### src/sv/snapped_vertex_weld_hash_defines.svh
// Assertion helpers for the weld hash datapath.
`ifndef SNAPPED_VERTEX_WELD_HASH_DEFINES_SVH
`define SNAPPED_VERTEX_WELD_HASH_DEFINES_SVH

// Consequent must hold in the same cycle as the antecedent.
`define SVWH_ASSERT_NOW(label, ante, cons) \
    label: assert property (@(posedge clk) disable iff (!rst_n) (ante) |-> (cons)) \
        else $error("svwh: same-cycle check failed");

// Consequent must hold in the cycle after the antecedent.
`define SVWH_ASSERT_NEXT(label, ante, cons) \
    label: assert property (@(posedge clk) disable iff (!rst_n) (ante) |=> (cons)) \
        else $error("svwh: next-cycle check failed");

`endif

### src/sv/svwh_pkg.sv
package svwh_pkg;

    localparam int COORD_W  = 25;
    localparam int SNAP_W   = 22;
    localparam int SIZE_W   = 23;
    localparam int IDX_W    = 12;
    localparam int DIV_NW   = 22;
    localparam int AXES     = 3;
    localparam int SNAP_MAX = 2097151;
    localparam int SNAP_MIN = -2097152;

    localparam logic [2:0] REG_GMIN_X  = 3'd0;
    localparam logic [2:0] REG_GMIN_Y  = 3'd1;
    localparam logic [2:0] REG_GMIN_Z  = 3'd2;
    localparam logic [2:0] REG_BSIZE_X = 3'd3;
    localparam logic [2:0] REG_BSIZE_Y = 3'd4;
    localparam logic [2:0] REG_BSIZE_Z = 3'd5;

    typedef struct packed {
        logic [AXES-1:0][SNAP_W-1:0] gmin;
        logic [AXES-1:0][SIZE_W-1:0] bsize;
    } cfg_t;

    typedef enum logic [1:0] {
        KIND_MATCH,
        KIND_NEW,
        KIND_FULL,
        KIND_ZERO
    } out_kind_t;

    typedef struct packed {
        logic       load_in;
        logic       div_start;
        logic       bin_load;
        logic [1:0] axis;
        logic       walk_init;
        logic       walk_next;
        logic       head_rd;
        logic       home_rd;
        logic       p_from_head;
        logic       p_from_link;
        logic       ent_rd;
        logic       insert;
        logic       clr_step;
        logic       out_load;
        out_kind_t  out_kind;
    } cmd_t;

    typedef struct packed {
        logic div_done;
        logic p_valid;
        logic match;
        logic link_stop;
        logic walk_last;
        logic full;
        logic clr_last;
        logic out_free;
    } sts_t;

endpackage

### src/sv/svwh_ctrl.sv
module svwh_ctrl (
    input  logic           clk,
    input  logic           rst_n,
    input  logic           in_valid,
    input  logic           in_clear,
    output logic           in_ready,
    input  svwh_pkg::sts_t sts,
    output svwh_pkg::cmd_t cmd
);

    typedef enum logic [3:0] {
        S_INIT,
        S_IDLE,
        S_DIV_GO,
        S_DIV_WAIT,
        S_WALK_INIT,
        S_HEAD_RD,
        S_HEAD_WAIT,
        S_ENT_CHK,
        S_ENT_WAIT,
        S_NEXT,
        S_INS,
        S_HOME_WAIT,
        S_CLR,
        S_RESULT
    } state_t;

    state_t              state_reg, state_next;
    logic [1:0]          axis_reg, axis_next;
    svwh_pkg::out_kind_t kind_reg, kind_next;

    always_comb
    begin
        state_next = state_reg;
        axis_next  = axis_reg;
        kind_next  = kind_reg;
        in_ready   = 1'b0;
        cmd        = '0;
        cmd.axis     = axis_reg;
        cmd.out_kind = kind_reg;
        case (state_reg)
            S_INIT:
            begin
                cmd.clr_step = 1'b1;
                if (sts.clr_last)
                begin
                    state_next = S_IDLE;
                end
            end
            S_IDLE:
            begin
                in_ready = 1'b1;
                if (in_valid)
                begin
                    if (in_clear)
                    begin
                        state_next = S_CLR;
                    end
                    else
                    begin
                        cmd.load_in = 1'b1;
                        axis_next   = 2'd0;
                        state_next  = S_DIV_GO;
                    end
                end
            end
            S_DIV_GO:
            begin
                cmd.div_start = 1'b1;
                state_next    = S_DIV_WAIT;
            end
            S_DIV_WAIT:
            begin
                if (sts.div_done)
                begin
                    cmd.bin_load = 1'b1;
                    if (axis_reg == 2'd2)
                    begin
                        state_next = S_WALK_INIT;
                    end
                    else
                    begin
                        axis_next  = axis_reg + 1'b1;
                        state_next = S_DIV_GO;
                    end
                end
            end
            S_WALK_INIT:
            begin
                cmd.walk_init = 1'b1;
                state_next    = S_HEAD_RD;
            end
            S_HEAD_RD:
            begin
                cmd.head_rd = 1'b1;
                state_next  = S_HEAD_WAIT;
            end
            S_HEAD_WAIT:
            begin
                cmd.p_from_head = 1'b1;
                state_next      = S_ENT_CHK;
            end
            S_ENT_CHK:
            begin
                if (sts.p_valid)
                begin
                    cmd.ent_rd = 1'b1;
                    state_next = S_ENT_WAIT;
                end
                else
                begin
                    state_next = S_NEXT;
                end
            end
            S_ENT_WAIT:
            begin
                if (sts.match)
                begin
                    kind_next  = svwh_pkg::KIND_MATCH;
                    state_next = S_RESULT;
                end
                else if (sts.link_stop)
                begin
                    state_next = S_NEXT;
                end
                else
                begin
                    cmd.p_from_link = 1'b1;
                    state_next      = S_ENT_CHK;
                end
            end
            S_NEXT:
            begin
                if (sts.walk_last)
                begin
                    state_next = S_INS;
                end
                else
                begin
                    cmd.walk_next = 1'b1;
                    state_next    = S_HEAD_RD;
                end
            end
            S_INS:
            begin
                if (sts.full)
                begin
                    kind_next  = svwh_pkg::KIND_FULL;
                    state_next = S_RESULT;
                end
                else
                begin
                    cmd.home_rd = 1'b1;
                    state_next  = S_HOME_WAIT;
                end
            end
            S_HOME_WAIT:
            begin
                cmd.insert = 1'b1;
                kind_next  = svwh_pkg::KIND_NEW;
                state_next = S_RESULT;
            end
            S_CLR:
            begin
                cmd.clr_step = 1'b1;
                if (sts.clr_last)
                begin
                    kind_next  = svwh_pkg::KIND_ZERO;
                    state_next = S_RESULT;
                end
            end
            S_RESULT:
            begin
                if (sts.out_free)
                begin
                    cmd.out_load = 1'b1;
                    state_next   = S_IDLE;
                end
            end
            default:
            begin
                state_next = S_IDLE;
            end
        endcase
    end

    always_ff @(posedge clk or negedge rst_n)
    begin
        if (!rst_n)
        begin
            state_reg <= S_INIT;
            axis_reg  <= 2'd0;
            kind_reg  <= svwh_pkg::KIND_ZERO;
        end
        else
        begin
            state_reg <= state_next;
            axis_reg  <= axis_next;
            kind_reg  <= kind_next;
        end
    end

endmodule

### config.mk
export PLATFORM = sky130hd
export DESIGN_NAME = svwh_ctrl
export DESIGN_NICKNAME = d
export VERILOG_FILES = /design/src/sv/snapped_vertex_weld_hash_defines.svh /design/src/sv/svwh_pkg.sv /design/src/sv/svwh_ctrl.sv
export SDC_FILE = /design/constraint.sdc
export NUM_CORES = 1
export LEC_CHECK = 0
export BUFFER_PORTS_ARGS = -buffer_cell sky130_fd_sc_hd__clkbuf_2
export CAP_MARGIN = 20
export CELL_PAD_IN_SITES_DETAIL_PLACEMENT = 0
export CELL_PAD_IN_SITES_GLOBAL_PLACEMENT = 1
export CORE_ASPECT_RATIO = 0.6
export CORE_MARGIN = 1.5
export CORE_UTILIZATION = 35
export CTS_BUF_LIST = sky130_fd_sc_hd__clkbuf_16
export CTS_CLUSTER_DIAMETER = 80
export DETAILED_ROUTE_END_ITERATION = 10
export HOLD_SLACK_MARGIN = 0.03
export PLACE_DENSITY = 0.87
export SLEW_MARGIN = 30
export SYNTH_ARGS = -nofsm -noshare
export SYNTH_HDL_FRONTEND = slang
export SYNTH_SLANG_ARGS = --single-unit
export TNS_END_PERCENT = 50
### constraint.sdc
create_clock -name clk -period 1.5 [get_ports clk]
set_input_delay 0.3 -clock clk [delete_from_list [all_inputs] [get_ports clk]]
set_output_delay 0.3 -clock clk [all_outputs]
set_load 0.005 [all_outputs]
==> flow_summary.json <==
{
  "via_count": 1112,
  "ir_worst_vdd_mv": 1.12,
  "cp_slowest_cell": "dfrtp_2",
  "synth-simple-area-share_pct": 31.6,
  "max_stage_delay_ns": 0.45,
  "synthFlopType": "dfrtp_1",
  "crit_start": "state_reg[0]",
  "n_fill_cell": 170,
  "hold_viol_final": 0,
  "synthMuxAreaShare_pct": 3.57,
  "clock_latency_ns": 0.24,
  "start_util_pct": 38.7,
  "core_region_area_um2": 2260,
  "failed_checks": "setup timing",
  "synthArstFlopShare_pct": 100,
  "multi_input_area_um2": 713,
  "cts_sinks": 8,
  "start_kind": "flip-flop",
  "synthAdderAreaFrac_pct": 1.43,
  "stdcell_count": 197,
  "hpwlAfterDp_um": 2130,
  "syn-cell-area_um2": 876,
  "rsz0062_at_grt": "yes",
  "setup_viol_count_final": 12,
  "tns_ns": -0.559,
  "comb_power_share_pct": 71.9,
  "cts_tree": "built",
  "routabilityCongestion": 0.919,
  "fin_util_pct": 66.8,
  "yosys.area.top_type_share_pct": 17.1,
  "die_w_um": 67.6,
  "worstSetupEndpointType": "primary output",
  "wl_per_cell_um": 16.3,
  "internal_power_mw": 1.91,
  "synth_top_family_by_area": "simple AND/OR/NAND/NOR gates",
  "synth_area_leaders": "dfrtp_1 17%, dfstp_2 6.0%, nand2_1 3.9%",
  "slew_headroom_pct": 74.7,
  "crit_type": "flip-flop to primary output",
  "synth_edf_count": 0,
  "critPathMaxFanout": 7,
  "port-buffer-count": 29,
  "io_pins": 30,
  "postRouteAntennaNets": 0,
  "clk_pin_slew_ns": 0.04,
  "first_iter_violations": 119,
  "grt_overflow_total": 0,
  "die-area_um2": 2820,
  "pwr_density_cell_nw_per_um2": 2150,
  "synth_xor_area_share_pct": 0,
  "drv_slew": 0,
  "final.setup.worst_slack_ns": -0.117,
  "worstHoldStart": "sts[7]",
  "p_clk_share_pct": 14.1,
  "yosysUniqueCellTypes": 51,
  "synth.largest_area_cell": "dfrtp_1",
  "dpl.cell_count": 180,
  "max_cap_violations": 0,
  "leakagePower_nw": 0.729,
  "clock_skew_ns": 0.00735,
  "min_period_over_period_pct": 108,
  "clk_path_buf_depth": 2,
  "grt_pass1_vias": 1030,
  "largest_register_ffs": 4,
  "syn-num-nets": 120,
  "wirelength_um": 3210,
  "clockRootBuffer": "clkbuf_16",
  "hp-class": "input port to flip-flop",
  "grt_pass1_wl_um": 4950,
  "path_cells": "or2_4 > nor4_4 > buf_2",
  "reg2reg_from": "state_reg[3]",
  "syn_to_final_growth_pct": 72.4,
  "grt_max_degree": 10,
  "via_per_inst": 5.64,
  "die_h_um": 41.8,
  "fmax_mhz": 619,
  "dpl_worst_slack_ns": -0.00923,
  "drt-pass1-iter-count": 4,
  "regArea_um2": 206,
  "pwr-share-seq_pct": 14.1,
  "fin_crit_ns": 1.62,
  "required_ns": 1.20,
  "layout-drive-gt1-share_pct": 61.1,
  "core.rowCount": 13,
  "cts_buffers": 3,
  "route.detailed.drc": 0,
  "ys_warn_count": 0,
  "syn_inst": 107,
  "finalPower_mw": 3.24,
  "synth_compound_area_share_pct": 29.4,
  "htree_levels": 1,
  "grt_usage_pct": 23.2,
  "swShare_pct": 41.2,
  "syn_area_per_cell_um2": 8.19,
  "seq_area_frac_synth_pct": 23.1,
  "p_switching_mw": 1.34,
  "antenna_found_initial": 0,
  "yosys_register_bits": 8,
  "cp.arrival_ns": 1.32,
  "outcome": "complete, but fails checks",
  "finalNetCount": 181,
  "worst_pin_slew_ns": 0.378,
  "n_antenna_cell": 0
}
power by group through the flow:
stage,combinational (mW),sequential [mW],clock (mW)
after global routing,2.49,0.473,0.486
after detailed placement,1.63,0.441,0
after CTS,2.03,0.441,0.463
final,2.33,0.456,0.456
after floorplan,1.16,0.363,0
after global placement,1.62,0.434,0
layout make-up:
cell class	instances	share of cell area, %
Timing Repair Buffer	64	29.9
Multi-Input combinational cell	85	47.2
Clock inverter	1	0.249
Clock buffer	3	4.97
Sequential cell	8	13.7
Tap cell	30	2.49
Inverter	6	1.49
layout by cell type (no fill, tap or decap), types with 2 or more instances in the layout:
| cell type | n |
|---|---|
| clkbuf_2 | 24 |
| buf_4 | 23 |
| buf_6 | 11 |
| inv_1 | 7 |
| nand2_1 | 7 |
| nor2_1 | 6 |
| buf_2 | 5 |
| nand2b_4 | 4 |
| nor3_2 | 3 |
| and3_1 | 3 |
| nor2b_1 | 3 |
| o21ai_1 | 3 |
| a21oi_1 | 3 |
| dfrtp_1 | 3 |
| clkbuf_16 | 3 |
| dfrtp_2 | 3 |
| nand2_4 | 2 |
| nor2_4 | 2 |
| mux2i_1 | 2 |
| o21ai_0 | 2 |
| o211ai_1 | 2 |
| nand2b_1 | 2 |
| a21oi_2 | 2 |
| o22a_1 | 2 |
| dfstp_2 | 2 |
critical path: cells and delay by family, from the launching register on:
family	cells	cell delay, ns
buf+inv	1	0.17
simple gates	2	0.46
flops	1	0.45
synth_stat cells, types with 3 or more instances:
cell type	n
o21ai_0	3
inv_1	6
a21oi_1	5
buf_4	4
nor2b_1	3
nand2_1	9
nor2_1	8
nor3_1	4
nand2b_1	4
o21ai_1	3
and3_1	4
dfrtp_1	6
cells by family after synthesis:
| family | count (synthesis) |
|---|---|
| simple gates | 48 |
| buf+inv | 14 |
| fa+ha+maj | 1 |
| flops | 8 |
| compound gates | 33 |
| mux | 3 |
stage by stage:
stage	hold slack [ns]	area (µm²)
6_report	0.287	1510
3_5_place_dp	0.160	1150
2_1_floorplan	0.00441	876
3_3_place_gp	0.156	1150
5_1_grt	0.295	1510
4_1_cts	0.274	1410
per-layer routing:
metal  routed length (µm)  GRT usage, %  up-vias
li1                     -             -      515
met1                 1460          33.9      532
met2                 1410          35.3       61
met3                  316          6.50        4
met4                   15          1.22        0
met5                    0             0        -
timing repair:
| action | in CTS | in global routing |
|---|---|---|
| hold buffers | 1 | 0 |
| buffers inserted | 10 | 2 |
| setup endpoints to repair | 18 | 20 |
| gates cloned | 0 | 0 |
| gates resized for setup | 24 | 25 |
| pin swaps | 2 | 7 |
| hold endpoints to repair | 6 | 0 |
worst paths after layout:
kind | slack [ns] | end | cells after the start
max in group asynchronous | 0.79 | kind_reg[1] | 2
hold / removal | 0.29 | state_reg[1] | 2
setup reg to reg | -0.05 | state_reg[2] | 6
hold reg to reg | 0.51 | kind_reg[0] | 1
min in group asynchronous | 0.45 | axis_reg[0] | 2
setup / recovery | -0.12 | cmd[6] | 3
Note: power is estimated with default switching activity, not from simulation.
